## src/rtl/core/sprite_line_renderer_unit_defines.svh

```systemverilog
// assertion macros shared by the sprite line renderer modules
`ifndef SPRITE_LINE_RENDERER_UNIT_DEFINES_SVH
`define SPRITE_LINE_RENDERER_UNIT_DEFINES_SVH

// antecedent implies consequent in the same cycle
`define SLR_ASSERT_NOW(label, clk, rstn, ante, cons) \
    label: assert property (@(posedge clk) disable iff (!rstn) (ante) |-> (cons)) \
        else $error("slr assertion failed");

// antecedent implies consequent in the next cycle
`define SLR_ASSERT_NEXT(label, clk, rstn, ante, cons) \
    label: assert property (@(posedge clk) disable iff (!rstn) (ante) |=> (cons)) \
        else $error("slr assertion failed");

`endif

```

## src/rtl/core/slr_pkg.sv

```systemverilog
// types and constants of the sprite line renderer
package slr_pkg;

    localparam logic [5:0] REG_GRAPHIC_A = 6'h1B;
    localparam logic [5:0] REG_GRAPHIC_B = 6'h1C;
    localparam logic [5:0] REG_DELAY_A   = 6'h25;
    localparam logic [5:0] REG_DELAY_B   = 6'h26;
    localparam logic [5:0] REG_RESET_A   = 6'h10;
    localparam logic [5:0] REG_RESET_B   = 6'h11;
    localparam logic [5:0] REG_MOTION_A  = 6'h20;
    localparam logic [5:0] REG_MOTION_B  = 6'h21;
    localparam logic [5:0] REG_MOVE      = 6'h2A;
    localparam logic [5:0] REG_MOVE_CLR  = 6'h2B;

    localparam int LINE_START    = 68;
    localparam int LINE_PIXELS   = 160;
    localparam int STROBE_OFFSET = 5;
    localparam int STROBE_TAIL   = 3;
    localparam int COPY_SPACING  = 16;
    localparam int COPY_COUNT    = 3;
    localparam int WORD_W        = 64;
    localparam int EVENT_W       = 22;

    localparam logic [7:0] LAST_X    = 8'd159;
    localparam logic [1:0] LAST_WORD = 2'd2;

    // controller to datapath
    typedef struct packed {
        logic       store;      // buffer the accepted write
        logic       read;       // fetch the entry at the replay pointer
        logic       apply;      // apply the fetched entry
        logic       tail;       // apply happens after the visible pixels
        logic       draw;       // shift in the pixel at x
        logic       rewind;     // empty the buffer, reset replay pointer
        logic       shift_out;  // drop the word that was just delivered
        logic [7:0] x;
    } cmd_t;

    // datapath to controller
    typedef struct packed {
        logic pending;  // replay pointer below the fill count
        logic due;      // fetched entry lands at or before pixel x
    } sts_t;

endpackage

```

## src/rtl/core/slr_ram.sv

```systemverilog
// generic single-port-write, registered-read memory
module slr_ram #(
    parameter int WIDTH = 22,
    parameter int DEPTH = 128,
    localparam int AW = (DEPTH > 1) ? $clog2(DEPTH) : 1
) (
    input  logic             aclk,
    input  logic             we,
    input  logic [AW-1:0]    waddr,
    input  logic [WIDTH-1:0] wdata,
    input  logic             re,
    input  logic [AW-1:0]    raddr,
    output logic [WIDTH-1:0] rdata
);

    logic [WIDTH-1:0] mem_reg [DEPTH];
    logic [WIDTH-1:0] rdata_reg;

    always_ff @(posedge aclk) begin
        if (we) begin
            mem_reg[waddr] <= wdata;
        end
        if (re) begin
            rdata_reg <= mem_reg[raddr];
        end
    end

    assign rdata = rdata_reg;

endmodule

```

## src/rtl/core/slr_ctrl.sv

```systemverilog
// sequencer of the sprite line renderer: buffering, replay, draw and word output
`include "sprite_line_renderer_unit_defines.svh"

module slr_ctrl (
    input  logic          aclk,
    input  logic          aresetn,
    input  logic          s_valid,
    input  logic          s_op,
    output logic          s_ready,
    output logic          m_valid,
    input  logic          m_ready,
    output logic [1:0]    m_word_index,
    output logic          m_last,
    output slr_pkg::cmd_t cmd,
    input  slr_pkg::sts_t sts
);

    localparam logic [2:0] ST_IDLE   = 3'd0;
    localparam logic [2:0] ST_FETCH  = 3'd1;
    localparam logic [2:0] ST_CHECK  = 3'd2;
    localparam logic [2:0] ST_TFETCH = 3'd3;
    localparam logic [2:0] ST_TAPPLY = 3'd4;
    localparam logic [2:0] ST_OUT    = 3'd5;

    logic [2:0] state_reg, state_next;
    logic [7:0] x_reg, x_next;
    logic [1:0] word_reg, word_next;
    logic       fire;

    assign s_ready      = (state_reg == ST_IDLE);
    assign m_valid      = (state_reg == ST_OUT);
    assign m_word_index = word_reg;
    assign m_last       = (word_reg == slr_pkg::LAST_WORD);
    assign fire         = sts.pending && sts.due;

    always_comb begin
        state_next    = state_reg;
        x_next        = x_reg;
        word_next     = word_reg;
        cmd           = '0;
        cmd.x         = x_reg;
        case (state_reg)
            ST_IDLE: begin
                cmd.store = s_valid && !s_op;
                if (s_valid && s_op) begin
                    x_next     = '0;
                    state_next = ST_FETCH;
                end
            end
            ST_FETCH: begin
                cmd.read   = 1'b1;
                state_next = ST_CHECK;
            end
            ST_CHECK: begin
                if (fire) begin
                    cmd.apply  = 1'b1;
                    state_next = ST_FETCH;
                end else begin
                    cmd.draw = 1'b1;
                    if (x_reg == slr_pkg::LAST_X) begin
                        state_next = ST_TFETCH;
                    end else begin
                        x_next = x_reg + 8'd1;
                    end
                end
            end
            ST_TFETCH: begin
                if (sts.pending) begin
                    cmd.read   = 1'b1;
                    state_next = ST_TAPPLY;
                end else begin
                    cmd.rewind = 1'b1;
                    word_next  = '0;
                    state_next = ST_OUT;
                end
            end
            ST_TAPPLY: begin
                cmd.apply  = 1'b1;
                cmd.tail   = 1'b1;
                state_next = ST_TFETCH;
            end
            ST_OUT: begin
                if (m_ready) begin
                    cmd.shift_out = 1'b1;
                    if (word_reg == slr_pkg::LAST_WORD) begin
                        state_next = ST_IDLE;
                    end else begin
                        word_next = word_reg + 2'd1;
                    end
                end
            end
            default: begin
                state_next = ST_IDLE;
            end
        endcase
    end

    always_ff @(posedge aclk) begin
        if (!aresetn) begin
            state_reg <= ST_IDLE;
            x_reg     <= '0;
            word_reg  <= '0;
        end else begin
            state_reg <= state_next;
            x_reg     <= x_next;
            word_reg  <= word_next;
        end
    end

    `SLR_ASSERT_NOW(a_one_item, aclk, aresetn, m_valid, !s_ready)
    `SLR_ASSERT_NEXT(a_row_done, aclk, aresetn,
        (state_reg == ST_CHECK) && (x_reg == slr_pkg::LAST_X) && !fire,
        state_reg == ST_TFETCH)
    `SLR_ASSERT_NEXT(a_last_word, aclk, aresetn, m_valid && m_ready && m_last,
        s_ready)
    `SLR_ASSERT_NOW(a_word_range, aclk, aresetn, m_valid,
        m_word_index <= slr_pkg::LAST_WORD)

endmodule

```

## src/rtl/core/slr_dp.sv

```systemverilog
// datapath: write buffer, player state, pixel test and row register
`include "sprite_line_renderer_unit_defines.svh"

module slr_dp #(
    parameter int DEPTH = 128,
    localparam int AW = (DEPTH > 1) ? $clog2(DEPTH) : 1,
    localparam int CW = $clog2(DEPTH + 1)
) (
    input  logic          aclk,
    input  logic          aresetn,
    input  logic [5:0]    s_reg_req,
    input  logic [7:0]    s_value,
    input  logic [7:0]    s_clock_req,
    input  slr_pkg::cmd_t cmd,
    output slr_pkg::sts_t sts,
    output logic [63:0]   m_pixels
);

    localparam int ROW_W = slr_pkg::LINE_PIXELS;

    logic [CW-1:0] count_reg, count_next;
    logic [CW-1:0] e_reg, e_next;
    logic [7:0]    gna_reg, gna_next, gsa_reg, gsa_next;
    logic [7:0]    gnb_reg, gnb_next, gsb_reg, gsb_next;
    logic          dla_reg, dla_next, dlb_reg, dlb_next;
    logic [7:0]    posa_reg, posa_next, posb_reg, posb_next;
    logic [3:0]    mota_reg, mota_next, motb_reg, motb_next;
    logic [ROW_W-1:0] row_reg, row_next;

    logic                        ram_we;
    logic [slr_pkg::EVENT_W-1:0] ram_wdata, ev;
    logic [5:0]                  ev_target;
    logic [7:0]                  ev_val, strobe_pos;
    logic                        lit;

    function automatic logic [7:0] move_pos(input logic [7:0] pos, input logic [3:0] nib);
        logic signed [9:0] t;
        t = $signed({2'b00, pos}) - 10'($signed(nib));
        if (t < 0) begin
            t = t + 10'(slr_pkg::LINE_PIXELS);
        end else if (t >= 10'(slr_pkg::LINE_PIXELS)) begin
            t = t - 10'(slr_pkg::LINE_PIXELS);
        end
        return t[7:0];
    endfunction

    function automatic logic player_lit(input logic [7:0] x, input logic [7:0] pos,
                                        input logic [7:0] gfx);
        logic signed [9:0] d;
        logic              hit;
        hit = 1'b0;
        for (int c = 0; c < slr_pkg::COPY_COUNT; c++) begin
            d = $signed({2'b00, x}) - $signed({2'b00, pos})
                - 10'(c * slr_pkg::COPY_SPACING);
            if (d >= 0 && d < 8 && gfx[3'd7 - d[2:0]]) begin
                hit = 1'b1;
            end
        end
        return hit;
    endfunction

    assign ram_we    = cmd.store && (count_reg < CW'(DEPTH));
    assign ram_wdata = {s_reg_req, s_value, s_clock_req};

    slr_ram #(
        .WIDTH (slr_pkg::EVENT_W),
        .DEPTH (DEPTH)
    ) u_event_ram (
        .aclk  (aclk),
        .we    (ram_we),
        .waddr (count_reg[AW-1:0]),
        .wdata (ram_wdata),
        .re    (cmd.read),
        .raddr (e_reg[AW-1:0]),
        .rdata (ev)
    );

    assign ev_target = ev[21:16];
    assign ev_val    = ev[15:8];

    assign sts.pending = (e_reg < count_reg);
    assign sts.due     = ({1'b0, ev[7:0]} <= (9'(slr_pkg::LINE_START) + {1'b0, cmd.x}));

    assign strobe_pos = cmd.tail ? 8'(slr_pkg::STROBE_TAIL)
                                 : cmd.x + 8'(slr_pkg::STROBE_OFFSET);

    assign lit = player_lit(cmd.x, posa_reg, gsa_reg) || player_lit(cmd.x, posb_reg, gsb_reg);

    always_comb begin
        count_next = count_reg;
        e_next     = e_reg;
        gna_next   = gna_reg;
        gsa_next   = gsa_reg;
        gnb_next   = gnb_reg;
        gsb_next   = gsb_reg;
        dla_next   = dla_reg;
        dlb_next   = dlb_reg;
        posa_next  = posa_reg;
        posb_next  = posb_reg;
        mota_next  = mota_reg;
        motb_next  = motb_reg;
        row_next   = row_reg;

        if (ram_we) begin
            count_next = count_reg + CW'(1);
        end
        if (cmd.rewind) begin
            count_next = '0;
            e_next     = '0;
        end

        if (cmd.apply) begin
            e_next = e_reg + CW'(1);
            case (ev_target)
                slr_pkg::REG_GRAPHIC_A: begin
                    gna_next = ev_val;
                    if (!dla_reg) gsa_next = ev_val;
                    if (dlb_reg) gsb_next = gnb_reg;
                end
                slr_pkg::REG_GRAPHIC_B: begin
                    gnb_next = ev_val;
                    if (!dlb_reg) gsb_next = ev_val;
                    if (dla_reg) gsa_next = gna_reg;
                end
                slr_pkg::REG_DELAY_A:  dla_next  = ev_val[0];
                slr_pkg::REG_DELAY_B:  dlb_next  = ev_val[0];
                slr_pkg::REG_RESET_A:  posa_next = strobe_pos;
                slr_pkg::REG_RESET_B:  posb_next = strobe_pos;
                slr_pkg::REG_MOTION_A: mota_next = ev_val[7:4];
                slr_pkg::REG_MOTION_B: motb_next = ev_val[7:4];
                slr_pkg::REG_MOVE: begin
                    posa_next = move_pos(posa_reg, mota_reg);
                    posb_next = move_pos(posb_reg, motb_reg);
                end
                slr_pkg::REG_MOVE_CLR: begin
                    mota_next = '0;
                    motb_next = '0;
                end
                default: begin
                end
            endcase
        end

        // pixel 0 ends up in bit 0 after the full row is shifted in
        if (cmd.draw) begin
            row_next = {lit, row_reg[ROW_W-1:1]};
        end else if (cmd.shift_out) begin
            row_next = row_reg >> slr_pkg::WORD_W;
        end
    end

    always_ff @(posedge aclk) begin
        if (!aresetn) begin
            count_reg <= '0;
            e_reg     <= '0;
            gna_reg   <= '0;
            gsa_reg   <= '0;
            gnb_reg   <= '0;
            gsb_reg   <= '0;
            dla_reg   <= 1'b0;
            dlb_reg   <= 1'b0;
            posa_reg  <= '0;
            posb_reg  <= '0;
            mota_reg  <= '0;
            motb_reg  <= '0;
        end else begin
            count_reg <= count_next;
            e_reg     <= e_next;
            gna_reg   <= gna_next;
            gsa_reg   <= gsa_next;
            gnb_reg   <= gnb_next;
            gsb_reg   <= gsb_next;
            dla_reg   <= dla_next;
            dlb_reg   <= dlb_next;
            posa_reg  <= posa_next;
            posb_reg  <= posb_next;
            mota_reg  <= mota_next;
            motb_reg  <= motb_next;
        end
    end

    always_ff @(posedge aclk) begin
        row_reg <= row_next;
    end

    assign m_pixels = row_reg[63:0];

    `SLR_ASSERT_NOW(a_count_bound, aclk, aresetn, 1'b1, count_reg <= CW'(DEPTH))
    `SLR_ASSERT_NOW(a_apply_valid, aclk, aresetn, cmd.apply, e_reg < count_reg)
    `SLR_ASSERT_NEXT(a_rewind, aclk, aresetn, cmd.rewind, (count_reg == '0) && (e_reg == '0))

endmodule

```

## src/rtl/core/sprite_line_renderer_unit.sv

```systemverilog
// sprite line renderer top level joining the sequencer and the datapath
// a buffered write goes into the event memory while it has room, one transaction accepted at a time
// end of line: 160 pixels are drawn before the first word, N writes applied
// during the row and N_tail after it, each a fetch and an apply on the event memory
// then three words, one per cycle while m_ready is high
// synchronous active-low reset empties the buffer and clears all player state
module sprite_line_renderer_unit #(
    parameter int EVENT_DEPTH = 128
) (
    input  logic        aclk,
    input  logic        aresetn,
    input  logic        s_valid,
    output logic        s_ready,
    input  logic        s_op,
    input  logic [5:0]  s_reg_req,
    input  logic [7:0]  s_value,
    input  logic [7:0]  s_clock_req,
    output logic        m_valid,
    input  logic        m_ready,
    output logic [1:0]  m_word_index,
    output logic [63:0] m_pixels,
    output logic        m_last
);

    slr_pkg::cmd_t cmd;
    slr_pkg::sts_t sts;

    slr_ctrl u_ctrl (
        .aclk         (aclk),
        .aresetn      (aresetn),
        .s_valid      (s_valid),
        .s_op         (s_op),
        .s_ready      (s_ready),
        .m_valid      (m_valid),
        .m_ready      (m_ready),
        .m_word_index (m_word_index),
        .m_last       (m_last),
        .cmd          (cmd),
        .sts          (sts)
    );

    slr_dp #(
        .DEPTH (EVENT_DEPTH)
    ) u_dp (
        .aclk        (aclk),
        .aresetn     (aresetn),
        .s_reg_req   (s_reg_req),
        .s_value     (s_value),
        .s_clock_req (s_clock_req),
        .cmd         (cmd),
        .sts         (sts),
        .m_pixels    (m_pixels)
    );

endmodule
```

## config.mk

```make
export PLATFORM = sky130hd
export DESIGN_NAME = sprite_line_renderer_unit
export DESIGN_NICKNAME = d
export VERILOG_FILES = /design/src/rtl/core/slr_pkg.sv /design/src/rtl/core/slr_ram.sv /design/src/rtl/core/slr_ctrl.sv /design/src/rtl/core/slr_dp.sv /design/src/rtl/core/sprite_line_renderer_unit.sv
export VERILOG_INCLUDE_DIRS = /design/src /design/src/rtl/core
export SDC_FILE = /design/constraint.sdc
export NUM_CORES = 2
export LEC_CHECK = 0
export CORE_ASPECT_RATIO = 0.9
export CORE_MARGIN = 2
export CORE_UTILIZATION = 30
export CTS_CLUSTER_DIAMETER = 120
export DETAILED_ROUTE_END_ITERATION = 8
export DONT_BUFFER_PORTS = 1
export REMOVE_ABC_BUFFERS = 1
export SETUP_SLACK_MARGIN = 0.2
export SYNTH_ARGS = -nofsm -noshare
export SYNTH_HDL_FRONTEND = slang
export SYNTH_HIERARCHICAL = 1
export SYNTH_SLANG_ARGS = --single-unit
```

## constraint.sdc

```tcl
create_clock -name aclk -period 7.7 [get_ports aclk]
set_clock_uncertainty 0.2 [all_clocks]
set_input_delay 2.31 -clock aclk [delete_from_list [all_inputs] [get_ports aclk]]
set_output_delay 2.31 -clock aclk [all_outputs]
set_load 0.01 [all_outputs]
```

==> impl_metrics.csv <==
group,metric,value,unit
global_route,grt_max_degree,165,
hold_path,hold_depth,2,
worst_setup_path,cp-start-kind,"register",
placed_design,dp_hpwl,162000,um
cts,cts.sinks,3085,
yosys,synth_compound_area_frac,0.0103,
route,met1_length,126000,um
finish,fin_util,0.344,
worst_setup_path,regToRegEndpoint,"u_dp/posb_reg[7]",
yosys,yosysTopAreaCellShare,0.742,
cts,cts_repair_resize_count,0,
cts,post_cts_buffers,0,
cts,cts_buffers,317,
yosys,synth_adder_area_share,0.00736,
sta,fin_crit,5400,ps
cts,htree_levels,5,
yosys,ys_async_sr_fraction,0,
power,ir_worst_vdd,0.194,mV
placed_design,placed_area,128000,um2
sta,setup_viol,0,
route,drt-total-wl,298000,um
route,wire_per_inst,26.6,um
cts,cts.clk_slew.worst_paths,70,ps
finish,syn_to_final_growth,14.2,%
sta,worst_pin_slew,1440,ps
cts,clock_insertion_delay_worst_skew,950,ps
placed_design,place_congestion,0.781,
die,dieHeight,607,um
sta,rsz0062_at_grt,"false",
power,p_per_area,252,nW/um2
route,wl_met3,22900,um
global_route,grt-ovfl-total,0,
finish,finalNonFillerCells,11200,
sta,slew_viol_final,0,
sta,fmax,185,MHz
yosys,synth.cell_area,121000,um2
die,die_area,409000,um2
route,vias,56900,
hold_path,whs_endpoint,"u_dp/gna_reg[6]",
power,power_leakage,40.8,nW
worst_setup_path,worst_r2r_path_depth,17,
yosys,synth_edf_count,2998,
hold_path,worstHoldStart,"u_dp/gna_reg[6]",
yosys,yosys.area_share.simple,0.0227,
sta,post-route-period-util,0.701,
route,via_per_inst,5.09,
global_route,track_usage,0.142,
outcome,status,"completed",
placed_design,dp.cells,10600,
route,dr.pass1.iters,5,
yosys,synth-seq-area-share,0.757,
cts,cts.hold.buffers_added,0,
worst_setup_path,arrival,6030,ps
finish,final_nets,5659,
route,route.detailed.drc,0,
hold_path,min_path_type,"reg -> reg",
die,initial_core_util,0.301,
finish,largest_reg_flops,2816,
route,highest_layer,"met5",
route,drt_iter0_markers,6796,
worst_setup_path,reg2reg_slack,2300,ps
global_route,grt_pass1_wl,424000,um
sta,fin_tns_setup,0,ps
placed_design,numPortBuffers,0,
finish,final_area,139000,um2
die,rows,221,
cts,clk_path_buf_depth,4,
sta,max_slew_margin,0.0365,
die,ios,96,
flow_run,timing.max_cap.violations,0,
cts,cts-root-buf,"clkbuf_16",
yosys,synth_top_area_cell,"edfxtp_1",
worst_setup_path,cp.required,8340,ps
yosys,synth_xor_area_frac,0.00321,
yosys,synth_top_family_by_area,"multiplexers",
yosys,yosysWarnings,6,
yosys,ys_types,87,
global_route,grt_pass1_vias,56900,
worst_setup_path,path_class,"reg -> reg",
yosys,synth-seq-cells,3085,
yosys,avgSynthCellArea,22.5,um2
route,ant_nets,0,
yosys,synth_cells,5400,
worst_setup_path,r2r_start,"u_dp/count_reg[0]",
yosys,synth_mux_area_frac,0.185,
finish,layout-drive-gt1-share,0.317,
worst_setup_path,cp-end-kind,"register",
die,die_w,674,um
cts,cts_tree,"built",
global_route,antenna_found_initial,24,
route,wl_met2,141000,um
yosys,synth_area_leaders,"edfxtp_1, mux4_2, dfxtp_1",
worst_setup_path,crit_path_max_fanout,36,
sta,final-hold-violation-count,0,
yosys,synth_ff_type,"edfxtp_1",
die,core,403000,um2
through the flow:
stage	setup slack (ps)	hold slack, ps	power (W)
after CTS	2410	257	0.0353
after floorplan	-26630	237	0.0203
after detailed placement	1520	248	0.0202
after global routing	2000	272	0.0360
after global placement	1410	247	0.0201
final	2300	257	0.0350
cell usage in the layout (no fill, tap or decap), types with 9 or more instances in the layout:
cell and instances:
clkbuf_1 53, o21a_1 9, a21oi_1 53, nand4_1 11, buf_4 170, mux2_2 121, and2_1 67, nor2b_1 30
o21ai_0 24, xor2_1 11, a311oi_1 20, mux4_2 928, clkinv_1 64, ha_1 65, nor3_1 16, nand2b_1 17
clkinv_2 71, nand2_1 97, nand3_1 58, a211oi_1 9, nor2_1 88, bufinv_16 28, clkinv_16 12, dfxtp_1 81
xnor2_1 29, or3_1 9, a31oi_1 13, nor3_2 11, mux2i_1 19, edfxtp_1 2998, clkbuf_16 322, nor2_2 119
inv_1 55
Yosys cell counts, types with 29 or more instances:
cell,number
clkbuf_1,171
edfxtp_1,2998
buf_4,68
mux4_2,928
xnor2_1,29
inv_1,56
dfxtp_1,87
nand3_1,58
a21oi_1,53
buf_1,30
ha_1,65
mux2_2,121
nand2_1,97
and2_1,67
buf_2,64
nor2_1,207
nor2b_1,30
worst max-delay path, stage by stage (launching register included):
cell and delay (ps):
dfxtp_1 1070, nand2b_1 140, a21o_1 210, a21o_1 170, a21o_1 170, a21oi_1 170, nor2b_1 60, o21ai_0 210
o2bb2ai_1 310, nand2_1 270, o22ai_2 210, buf_4 350, nand2b_1 160, a21oi_2 550, nand3_1 360, nor4b_1 420
a311oi_1 100, nand2_1 110
cell families (layout without fill, tap and decap cells):
family / count (synthesis) / count (layout)
mux: 1068 / 1068
xor+xnor: 42 / 42
compound gates: 182 / 182
other cells: 0 / 6
flops: 3085 / 3085
buf+inv: 392 / 811
simple gates: 562 / 562
fa+ha+maj: 69 / 69
worst max path at each step:
stage                           start                                 to  slack (ps)  cells past startpoint
floorplan               u_dp/e_reg[0]                    u_dp/row_reg[0]      -26630                     12
global placement                 s_op  u_dp/u_event_ram/mem_reg[124][18]        1410                      6
detailed placement               s_op    u_dp/u_event_ram/mem_reg[7][10]        1520                      6
CTS                 u_dp/count_reg[0]                   u_dp/posb_reg[7]        2410                     17
global route        u_dp/count_reg[0]                   u_dp/posb_reg[7]        2000                     17
finish              u_dp/count_reg[0]                   u_dp/posb_reg[7]        2300                     17
power breakdown:
part,leakage [nW],internal [W],switching (W)
Clock,5.04,0.00869,0.00648
Combinational,8.05,0.000457,0.000532
Sequential,27.7,0.0186,0.000156
routing by layer:
metal  vias up  track usage
met5         -            0
met4         2       0.0400
met3       426       0.0230
met2      2278        0.226
met1     31100        0.201
li1      23000            -
final cells by class:
type / instances / area [um2]
Fill cell: 37000 / 264000
Sequential cell: 3085 / 91800
Multi-Input combinational cell: 1923 / 28100
Clock buffer: 376 / 8270
Tap cell: 5352 / 6700
Clock inverter: 199 / 2050
Timing Repair Buffer: 178 / 1440
Inverter: 58 / 220
Antenna cell: 6 / 15.0
No activity file was read; power rests on OpenSTA's default activity.
